===== config.mk =====
export PLATFORM = sky130hd
export DESIGN_NAME = deadzone_axis_rescale
export DESIGN_NICKNAME = d
export VERILOG_FILES = /design/src/design/dzr_pkg.sv /design/src/design/dzr_prep.sv /design/src/design/dzr_mul.sv /design/src/design/dzr_div.sv /design/src/design/dzr_out.sv /design/src/design/deadzone_axis_rescale.sv
export VERILOG_INCLUDE_DIRS = /design/src /design/src/design
export SDC_FILE = /design/constraint.sdc
export NUM_CORES = 2
export LEC_CHECK = 0
export BUFFER_PORTS_ARGS = -buffer_cell sky130_fd_sc_hd__buf_2
export CAP_MARGIN = 40
export CORE_AREA = 3 3 306 368
export CTS_CLUSTER_DIAMETER = 30
export DETAILED_ROUTE_END_ITERATION = 10
export DIE_AREA = 0 0 309 371
export PLACE_DENSITY_LB_ADDON = 0.08
export SLEW_MARGIN = 20
export SYNTH_ARGS = -nofsm -noshare
export SYNTH_HDL_FRONTEND = slang
export SYNTH_HIERARCHICAL = 1
export SYNTH_SLANG_ARGS = --single-unit

===== constraint.sdc =====
create_clock -name clk -period 7.8 [get_ports clk]
set_clock_uncertainty 0.1 [all_clocks]
set_input_delay 0.78 -clock clk [delete_from_list [all_inputs] [get_ports clk]]
set_output_delay 0.78 -clock clk [all_outputs]
set_load 0.01 [all_outputs]

===== src/design/assert_macros.svh =====
// Assertion helpers for the RTL.
`ifndef ASSERT_MACROS_SVH
`define ASSERT_MACROS_SVH

`ifndef ASSERT_OFF
// same-cycle implication
`define ASSERT_IMPLY(lbl, clk, rst, ante, cons) \
  lbl: assert property (@(posedge clk) disable iff (rst) (ante) |-> (cons)) \
    else $error("assertion failed");
// next-cycle implication
`define ASSERT_NEXT(lbl, clk, rst, ante, cons) \
  lbl: assert property (@(posedge clk) disable iff (rst) (ante) |=> (cons)) \
    else $error("assertion failed");
`else
`define ASSERT_IMPLY(lbl, clk, rst, ante, cons)
`define ASSERT_NEXT(lbl, clk, rst, ante, cons)
`endif

`endif


===== src/design/dzr_pkg.sv =====
`timescale 1ns / 1ps
`default_nettype none

package dzr_pkg;

  localparam int unsigned IDX_W   = 2;
  localparam int unsigned RAW_W   = 16;
  localparam int unsigned TDZ_W   = 8;
  localparam int unsigned SDZ_W   = 15;
  localparam int unsigned MAG_W   = 16;
  localparam int unsigned SCALE_W = 15;
  localparam int unsigned DEN_W   = 15;
  localparam int unsigned Q_W     = 16;
  localparam int unsigned PROD_W  = MAG_W + SCALE_W;

  localparam logic [TDZ_W-1:0] TDZ_RESET = 8'd30;
  localparam logic [SDZ_W-1:0] SDZ_RESET = 15'd7849;
  localparam logic [TDZ_W-1:0] TRIG_FULL = 8'd255;

  localparam logic [RAW_W-1:0] OUT_MAX = 16'h7FFF;
  localparam logic [RAW_W-1:0] OUT_MIN = 16'h8000;

  typedef enum logic {
    KIND_TRIGGER = 1'b0,
    KIND_STICK   = 1'b1
  } kind_t;

  typedef enum logic {
    REG_TRIGGER_DZ = 1'b0,
    REG_STICK_DZ   = 1'b1
  } reg_idx_t;

  // per-item sideband that rides along the whole pipe
  typedef struct packed {
    logic [IDX_W-1:0] idx;
    logic             neg;   // result is negative
    logic             zero;  // inside dead zone
    logic             sat;   // saturate regardless of quotient
  } meta_t;

  typedef struct packed {
    meta_t              meta;
    logic [MAG_W-1:0]   mag;
    logic [SCALE_W-1:0] scale;
    logic [DEN_W-1:0]   den;
  } prep_t;

  typedef struct packed {
    meta_t             meta;
    logic [PROD_W-1:0] prod;
    logic [DEN_W-1:0]  den;
  } mul_t;

  typedef struct packed {
    meta_t          meta;
    logic [Q_W-1:0] quo;
  } quo_t;

endpackage

`default_nettype wire


===== src/design/dzr_prep.sv =====
`timescale 1ns / 1ps
`default_nettype none

// Stage 1: dead-zone test, magnitude past the dead zone, rescale divisor.
module dzr_prep #(
  parameter int unsigned AXIS_FULL_SCALE = 32767
) (
  input  wire logic                        clk,
  input  wire logic                        rst,
  input  wire logic [dzr_pkg::TDZ_W-1:0]   trig_dz,
  input  wire logic [dzr_pkg::SDZ_W-1:0]   stick_dz,
  input  wire logic                        in_valid,
  output logic                             in_ready,
  input  wire dzr_pkg::kind_t              in_kind,
  input  wire logic [dzr_pkg::IDX_W-1:0]   in_idx,
  input  wire logic [dzr_pkg::RAW_W-1:0]   in_raw,
  output logic                             out_valid,
  input  wire logic                        out_ready,
  output dzr_pkg::prep_t                   out_data
);

  logic [dzr_pkg::TDZ_W-1:0] tv;
  logic                      t_zero;
  logic signed [16:0]        xs;
  logic signed [16:0]        dzs;
  logic signed [16:0]        den_s;
  logic signed [16:0]        mag_s;
  logic                      s_pos;
  logic                      s_neg;
  dzr_pkg::prep_t            nxt;

  assign tv     = in_raw[dzr_pkg::TDZ_W-1:0];
  assign t_zero = (tv <= trig_dz);
  assign xs     = $signed({in_raw[dzr_pkg::RAW_W-1], in_raw});
  assign dzs    = $signed({2'b00, stick_dz});
  assign den_s  = $signed(17'(AXIS_FULL_SCALE)) - dzs;
  assign s_pos  = (xs > dzs);
  assign s_neg  = (xs < -dzs);
  assign mag_s  = s_pos ? (xs - dzs) : (-xs - dzs);

  always_comb begin
    nxt          = '0;
    nxt.meta.idx = in_idx;
    unique case (in_kind)
      dzr_pkg::KIND_TRIGGER: begin
        nxt.meta.neg  = 1'b0;
        nxt.meta.zero = t_zero;
        nxt.meta.sat  = 1'b0;
        nxt.mag       = dzr_pkg::MAG_W'(tv - trig_dz);
        nxt.scale     = dzr_pkg::SCALE_W'(dzr_pkg::TRIG_FULL);
        nxt.den       = dzr_pkg::DEN_W'(dzr_pkg::TRIG_FULL - trig_dz);
      end
      dzr_pkg::KIND_STICK: begin
        nxt.meta.neg  = s_neg;
        nxt.meta.zero = ~s_pos & ~s_neg;
        nxt.meta.sat  = (den_s <= 17'sd0);
        nxt.mag       = mag_s[dzr_pkg::MAG_W-1:0];
        nxt.scale     = dzr_pkg::SCALE_W'(AXIS_FULL_SCALE);
        nxt.den       = den_s[dzr_pkg::DEN_W-1:0];
      end
      default: nxt = '0;
    endcase
  end

  assign in_ready = ~out_valid | out_ready;

  always_ff @(posedge clk) begin
    if (rst) begin
      out_valid <= 1'b0;
    end else if (in_ready) begin
      out_valid <= in_valid;
    end
  end

  always_ff @(posedge clk) begin
    if (in_ready && in_valid) begin
      out_data <= nxt;
    end
  end

endmodule

`default_nettype wire


===== src/design/dzr_mul.sv =====
`timescale 1ns / 1ps
`default_nettype none

// Stage 2: magnitude times full scale.
module dzr_mul (
  input  wire logic           clk,
  input  wire logic           rst,
  input  wire logic           in_valid,
  output logic                in_ready,
  input  wire dzr_pkg::prep_t in_data,
  output logic                out_valid,
  input  wire logic           out_ready,
  output dzr_pkg::mul_t       out_data
);

  logic [dzr_pkg::PROD_W-1:0] prod;

  assign prod     = dzr_pkg::PROD_W'(in_data.mag) * dzr_pkg::PROD_W'(in_data.scale);
  assign in_ready = ~out_valid | out_ready;

  always_ff @(posedge clk) begin
    if (rst) begin
      out_valid <= 1'b0;
    end else if (in_ready) begin
      out_valid <= in_valid;
    end
  end

  always_ff @(posedge clk) begin
    if (in_ready && in_valid) begin
      out_data.meta <= in_data.meta;
      out_data.prod <= prod;
      out_data.den  <= in_data.den;
    end
  end

endmodule

`default_nettype wire


===== src/design/dzr_div.sv =====
`timescale 1ns / 1ps
`default_nettype none

`include "assert_macros.svh"

// Restoring divider, one quotient bit per stage. The entry stage flags
// quotients that do not fit in Q_W bits as saturated; the steps still pass them on.
module dzr_div (
  input  wire logic          clk,
  input  wire logic          rst,
  input  wire logic          in_valid,
  output logic               in_ready,
  input  wire dzr_pkg::mul_t in_data,
  output logic               out_valid,
  input  wire logic          out_ready,
  output dzr_pkg::quo_t      out_data
);

  localparam int unsigned STEPS = dzr_pkg::Q_W;
  localparam int unsigned DW    = dzr_pkg::DEN_W;
  localparam int unsigned QW    = dzr_pkg::Q_W;

  logic                  vld  [0:STEPS];
  logic                  rdy  [0:STEPS+1];
  dzr_pkg::meta_t        meta [0:STEPS];
  logic [DW-1:0]         rem  [0:STEPS];
  logic [DW-1:0]         den  [0:STEPS];
  logic [QW-1:0]         lo   [0:STEPS];
  logic [QW-1:0]         quo  [0:STEPS];

  logic                  ovf;
  dzr_pkg::meta_t        meta0;

  assign ovf = (in_data.prod >= {in_data.den, {QW{1'b0}}});

  always_comb begin
    meta0     = in_data.meta;
    meta0.sat = in_data.meta.sat | ovf;
  end

  assign rdy[STEPS+1] = out_ready;

  genvar k;
  generate
    for (k = 0; k <= STEPS; k++) begin : g_rdy
      assign rdy[k] = ~vld[k] | rdy[k+1];
    end
  endgenerate

  assign in_ready = rdy[0];

  // entry stage
  always_ff @(posedge clk) begin
    if (rst) begin
      vld[0] <= 1'b0;
    end else if (rdy[0]) begin
      vld[0] <= in_valid;
    end
  end

  always_ff @(posedge clk) begin
    if (rdy[0] && in_valid) begin
      meta[0] <= meta0;
      rem[0]  <= in_data.prod[dzr_pkg::PROD_W-1:QW];
      lo[0]   <= in_data.prod[QW-1:0];
      den[0]  <= in_data.den;
      quo[0]  <= '0;
    end
  end

  generate
    for (k = 1; k <= STEPS; k++) begin : g_step
      logic [DW:0] trial;
      logic [DW:0] diff;
      logic        ge;

      assign trial = {rem[k-1], lo[k-1][QW-1]};
      assign ge    = (trial >= {1'b0, den[k-1]});
      assign diff  = trial - {1'b0, den[k-1]};

      always_ff @(posedge clk) begin
        if (rst) begin
          vld[k] <= 1'b0;
        end else if (rdy[k]) begin
          vld[k] <= vld[k-1];
        end
      end

      always_ff @(posedge clk) begin
        if (rdy[k] && vld[k-1]) begin
          meta[k] <= meta[k-1];
          den[k]  <= den[k-1];
          rem[k]  <= ge ? diff[DW-1:0] : trial[DW-1:0];
          lo[k]   <= {lo[k-1][QW-2:0], 1'b0};
          quo[k]  <= {quo[k-1][QW-2:0], ge};
        end
      end
    end
  endgenerate

  assign out_valid     = vld[STEPS];
  assign out_data.meta = meta[STEPS];
  assign out_data.quo  = quo[STEPS];

  // remainder must end below the divisor for every item actually divided
  `ASSERT_IMPLY(a_rem_lt_den, clk, rst,
    vld[STEPS] && !meta[STEPS].zero && !meta[STEPS].sat, rem[STEPS] < den[STEPS])
  // a stalled last stage keeps its item
  `ASSERT_NEXT(a_stall_hold, clk, rst,
    vld[STEPS] && !out_ready, vld[STEPS] && $stable(quo[STEPS]))
  // an accepted item lands in the entry stage
  `ASSERT_NEXT(a_entry_load, clk, rst, in_valid && in_ready, vld[0])

endmodule

`default_nettype wire


===== src/design/dzr_out.sv =====
`timescale 1ns / 1ps
`default_nettype none

// Final stage: dead-zone zero, sign, saturation, output register.
module dzr_out (
  input  wire logic                       clk,
  input  wire logic                       rst,
  input  wire logic                       in_valid,
  output logic                            in_ready,
  input  wire dzr_pkg::quo_t              in_data,
  output logic                            out_valid,
  input  wire logic                       out_ready,
  output logic [dzr_pkg::IDX_W-1:0]       out_idx,
  output logic [dzr_pkg::RAW_W-1:0]       out_value
);

  logic [dzr_pkg::RAW_W-1:0] val;

  always_comb begin
    priority if (in_data.meta.zero) begin
      val = '0;
    end else if (in_data.meta.sat) begin
      val = in_data.meta.neg ? dzr_pkg::OUT_MIN : dzr_pkg::OUT_MAX;
    end else if (in_data.meta.neg) begin
      val = (in_data.quo > dzr_pkg::OUT_MIN) ? dzr_pkg::OUT_MIN : (~in_data.quo + 16'd1);
    end else begin
      val = (in_data.quo > dzr_pkg::OUT_MAX) ? dzr_pkg::OUT_MAX : in_data.quo;
    end
  end

  assign in_ready = ~out_valid | out_ready;

  always_ff @(posedge clk) begin
    if (rst) begin
      out_valid <= 1'b0;
    end else if (in_ready) begin
      out_valid <= in_valid;
    end
  end

  always_ff @(posedge clk) begin
    if (in_ready && in_valid) begin
      out_idx   <= in_data.meta.idx;
      out_value <= val;
    end
  end

endmodule

`default_nettype wire


===== src/design/deadzone_axis_rescale.sv =====
// Pipeline from input transfer to result: prep, multiply, divider entry,
//   16 one-bit divider steps, output register.
// Throughput: one sample per cycle; each stage holds its item only while the next
//   stage is full and stalled.
// Reset (rst, synchronous): pipeline empties, trigger dead zone 30, stick dead zone 7849.
`timescale 1ns / 1ps
`default_nettype none

module deadzone_axis_rescale #(
  parameter int unsigned AXIS_FULL_SCALE = 32767
) (
  input  wire logic        clk,
  input  wire logic        rst,
  // config write channel
  input  wire logic        cfg_valid,
  output logic             cfg_ready,
  input  wire logic        cfg_addr,
  input  wire logic [14:0] cfg_data,
  // sample in
  input  wire logic        s_axis_tvalid,
  output logic             s_axis_tready,
  input  wire logic [23:0] s_axis_tdata,  // [1:0] controller_index, [17:2] raw_value
  input  wire logic [0:0]  s_axis_tuser,  // [0] req_type
  // result out
  output logic             m_axis_tvalid,
  input  wire logic        m_axis_tready,
  output logic [23:0]      m_axis_tdata   // [1:0] controller_index_out, [17:2] scaled_value
);

  logic [dzr_pkg::TDZ_W-1:0] trig_dz;
  logic [dzr_pkg::SDZ_W-1:0] stick_dz;

  assign cfg_ready = 1'b1;

  always_ff @(posedge clk) begin
    if (rst) begin
      trig_dz  <= dzr_pkg::TDZ_RESET;
      stick_dz <= dzr_pkg::SDZ_RESET;
    end else if (cfg_valid && cfg_ready) begin
      unique case (dzr_pkg::reg_idx_t'(cfg_addr))
        dzr_pkg::REG_TRIGGER_DZ: trig_dz  <= cfg_data[dzr_pkg::TDZ_W-1:0];
        dzr_pkg::REG_STICK_DZ:   stick_dz <= cfg_data[dzr_pkg::SDZ_W-1:0];
        default: ;
      endcase
    end
  end

  logic           p_valid, p_ready;
  dzr_pkg::prep_t p_data;
  logic           m_valid, m_ready;
  dzr_pkg::mul_t  m_data;
  logic           d_valid, d_ready;
  dzr_pkg::quo_t  d_data;

  logic [dzr_pkg::IDX_W-1:0] o_idx;
  logic [dzr_pkg::RAW_W-1:0] o_value;

  dzr_prep #(
    .AXIS_FULL_SCALE(AXIS_FULL_SCALE)
  ) u_prep (
    .clk      (clk),
    .rst      (rst),
    .trig_dz  (trig_dz),
    .stick_dz (stick_dz),
    .in_valid (s_axis_tvalid),
    .in_ready (s_axis_tready),
    .in_kind  (dzr_pkg::kind_t'(s_axis_tuser[0])),
    .in_idx   (s_axis_tdata[1:0]),
    .in_raw   (s_axis_tdata[17:2]),
    .out_valid(p_valid),
    .out_ready(p_ready),
    .out_data (p_data)
  );

  dzr_mul u_mul (
    .clk      (clk),
    .rst      (rst),
    .in_valid (p_valid),
    .in_ready (p_ready),
    .in_data  (p_data),
    .out_valid(m_valid),
    .out_ready(m_ready),
    .out_data (m_data)
  );

  dzr_div u_div (
    .clk      (clk),
    .rst      (rst),
    .in_valid (m_valid),
    .in_ready (m_ready),
    .in_data  (m_data),
    .out_valid(d_valid),
    .out_ready(d_ready),
    .out_data (d_data)
  );

  dzr_out u_out (
    .clk      (clk),
    .rst      (rst),
    .in_valid (d_valid),
    .in_ready (d_ready),
    .in_data  (d_data),
    .out_valid(m_axis_tvalid),
    .out_ready(m_axis_tready),
    .out_idx  (o_idx),
    .out_value(o_value)
  );

  assign m_axis_tdata = {6'b000000, o_value, o_idx};

endmodule

`default_nettype wire


==> key figures <==
Status
  – Status: completed

Timing
  – Count of pins over their slew limit: 0
  – RSZ-0062 raised after global routing: false
  – Fmax: 151 MHz
  – Worst-Margin Slew: 0.881 ns
  – Tcrit/Tclk final: 85.2%
  – Post-route setup TNS: 0 ns
  – Max_slew headroom: about two fifths
  – Number of setup violations in the final report: 0
  – Minimum clock period: 6.64 ns
  – Final hold viol count: 0

Run
  – Max-Cap Viols: 0

Setup path
  – R2R depth: 21
  – Crit-path max FO: 70
  – Kind of critical path: flip-flop to flip-flop
  – Reg-to-reg setup timing slack: between 1 and 1.5 ns
  – Setup crit end: u_mul/out_data[40]
  – Reg-to-reg startpoint: u_prep/out_data[28]
  – CP Data Required Time: 8.18 ns
  – Worst setup SP type: flip-flop
  – Worst R2R End: u_mul/out_data[40]
  – Setup crit start: u_prep/out_data[28]
  – Critical path data arrival time: 7.02 ns
  – Setup crit end kind: flip-flop

Power and ir drop
  – Sw Ratio: a little over a third
  – Pleak: 26.6 nW
  – Pint: 0.0151 W
  – Switching pwr: 0.00865 W
  – Power density over the cells: 365 nW/µm²
  – Combinational power share: 38.4%
  – PnR Total Power: 0.0238 W
  – Clock group share of total power: between 30% and 40%
  – Maximum VDD drop: around 0.00089 V
  – Reg power frac: 27.5%

Floorplanning
  – IO Count: 73
  – Die area: 115,000 µm²
  – Starting Density: 51.7%
  – Die Height: 371 µm
  – Core area: between 100,000 and 150,000 µm²
  – Die W: 309 µm
  – Std-Cell Rows: 133

Route
  – Final antenna-violating net count: 0
  – First drt pass iteration count: 8
  – DR vias/cell: 5.45
  – Final WL: 117,000 µm
  – DRT iter0 DRCs: 1,910
  – Via count: 34,846
  – Routed wire per std cell: 18.3 µm
  – DRC Markers: 0

Clock tree
  – H-Tree Depth: 4
  – Clock root buffer: clkbuf_16
  – Postcts setup bufs: 0
  – Clock Pin Slew Worst Setup and Hold Paths: 0.05 ns
  – CTS Buf Count: 185
  – CTS tree: built
  – Clk sinks: roughly 1,000
  – Worst-skew pair later-pin latency: 0.79 ns
  – # resized after CTS: 0
  – CTS Hold Buffers Added: 0
  – Clock Path Buffers: 3

Synth
  – Top-count cell post-synth: edfxtp_1
  – Mapped Cells: 4,621
  – Most frequent cells after synthesis: edfxtp_1, inv_1, ha_1
  – Area leader, netlist: edfxtp_1
  – Most used DFF post-synth: edfxtp_1
  – Synth top area cells: edfxtp_1, ha_1, fa_1
  – Number of synthesized register bits: just under 1,000
  – Mapped Area: 56,600 µm²
  – Yosys cell types: 110
  – Mean post-synth cell area: 12.3 µm²
  – Register area share after synthesis: 51.8%
  – Synthesis Warnings: 6
  – Async S/R FF share, synth: 0%
  – Share of the synthesized area in the top cell type: 50.9%
  – Post-synth EDFFs: 960

GRT
  – First-pass GRT wire length: 189,000 µm
  – Largest net degree at the start of global routing: 71
  – Antenna violations before repair: 0
  – GR Util All Layers: a little over a fifth
  – Number of global-route vias before repair: roughly 36,000
  – Gr ovfl total: 0

Hold path
  – Hold crit path type: input pin to flip-flop
  – HP Start: s_axis_tdata[0]

Final layout
  – Final design utilization: 59.6%
  – Multi-input logic area: 24,500 µm²
  – Diodes inserted: 0
  – Final net count: 5,488
  – Register area: 29,300 µm²
  – Layout cells sized above 1: 12.9%
  – Syn-to-layout area delta: 15.3%
  – FILL cells: between 8,000 and 9,000
  – Finished Cell Area: ~65,000 µm²

Placement
  – RePlAce Congestion: 0.868
  – Area of placed instances: 58,700 µm²
  – I/O Buffers: between 50 and 60
  – Final HPWL DP: 88,200 µm
[registers in the layout (all words and copies together), names as in the netlist, 16 cells and up]
register and flops:
u_div/den 240, u_div/lo 136, u_div/meta 85, u_div/quo 136, u_div/rem 240, u_div/vld 17
u_mul/out_data 51, u_out/out_value 16, u_prep/out_data 37
[cell type report]
class                           count  area share [%]
Inverter                          613            3.53
Clock inverter                    146            2.84
Tap cell                         1417            2.72
Timing Repair Buffer              111            1.21
Sequential cell                   986            45.0
Clock buffer                      199            7.19
Multi-Input combinational cell   2926            37.5
[metal layers]
metal	vias to the layer above	GRT usage, %	routed length, µm
met5	-	0	0
met4	0	7.65	3370
met3	203	3.15	3710
met2	612	39.5	63700
met1	17055	23.9	46400
li1	16976	-	-
[worst min path at each step]
stage                                endpoint  slack, ns  cells past startpoint
after floorplan              u_div/lo[0][100]       0.30                      0
after global placement      u_mul/out_data[3]       0.30                      0
after detailed placement     u_div/lo[0][135]       0.30                      0
after CTS                 u_prep/out_data[49]       0.05                      1
after global routing      u_prep/out_data[49]       0.08                      1
final                     u_prep/out_data[49]       0.13                      1
[cell families after synthesis]
| kind of cell | after synthesis | synth area share [%] |
|---|---|---|
| compound gates | 839 | 9.96 |
| xor+xnor | 211 | 3.26 |
| fa+ha+maj | 619 | 16.3 |
| buf+inv | 721 | 5.18 |
| flops | 986 | 51.8 |
| mux | 190 | 3.74 |
| other cells | 3 | 0.0199 |
| simple gates | 1052 | 9.69 |
[critical path, cell delays in order, from the launching register on]
cell	delay, ns
edfxtp_1	0.49
buf_8	0.23
buf_4	0.47
nand2_1	0.16
fa_1	0.56
inv_1	0.06
fa_1	0.50
fa_1	0.53
fa_1	0.52
fa_1	0.57
inv_1	0.06
fa_1	0.53
inv_1	0.04
ha_1	0.23
a21oi_1	0.22
nor2_1	0.08
a211oi_1	0.32
nand2_1	0.09
o211ai_1	0.25
nand2b_1	0.09
a21oi_1	0.18
xnor2_1	0.08
[placed cells by master, fill, tap and decap left out, types with 16 or more instances in the layout]
cell type	n
clkbuf_16	185
inv_6	27
inv_1	612
a31oi_1	30
nand4_1	37
mux2i_1	58
clkinv_4	20
nor4_1	29
nor2_1	189
ha_1	421
buf_2	61
or3_1	19
and2_1	161
clkinvlp_4	18
a21oi_1	197
clkinv_2	19
nor2b_1	58
mux2_2	116
o21ai_0	165
fa_1	198
dfxtp_1	26
nand3_1	78
a211oi_1	28
o31ai_1	30
nor3_1	61
bufinv_16	24
a21o_1	104
clkinv_1	16
edfxtp_1	960
o21bai_1	18
buf_4	36
nand2b_1	45
xnor2_1	156
and3_1	36
nand2_1	248
xor2_1	55
o21a_1	65
[metrics by stage]
stage          std cells  hold slack (ns)  worst slack, ns
3_5_place_dp        6048            0.305             1.15
5_1_grt             6398           0.0762            0.681
4_1_cts             6393           0.0503             1.13
3_3_place_gp        6036            0.300            0.742
6_report            6398            0.134             1.16
2_1_floorplan       4633            0.300             1.62
[power groups by stage]
stage / clock network (W) / registers [W] / logic, W
final: 0.00812 / 0.00653 / 0.00914
after global routing: 0.00856 / 0.00654 / 0.0103
after CTS: 0.00830 / 0.00654 / 0.00927
after detailed placement: 0 / 0.00664 / 0.00918
after global placement: 0 / 0.00665 / 0.00915
after floorplan: 0 / 0.00650 / 0.00673
Power figures use the tool's default switching activity.
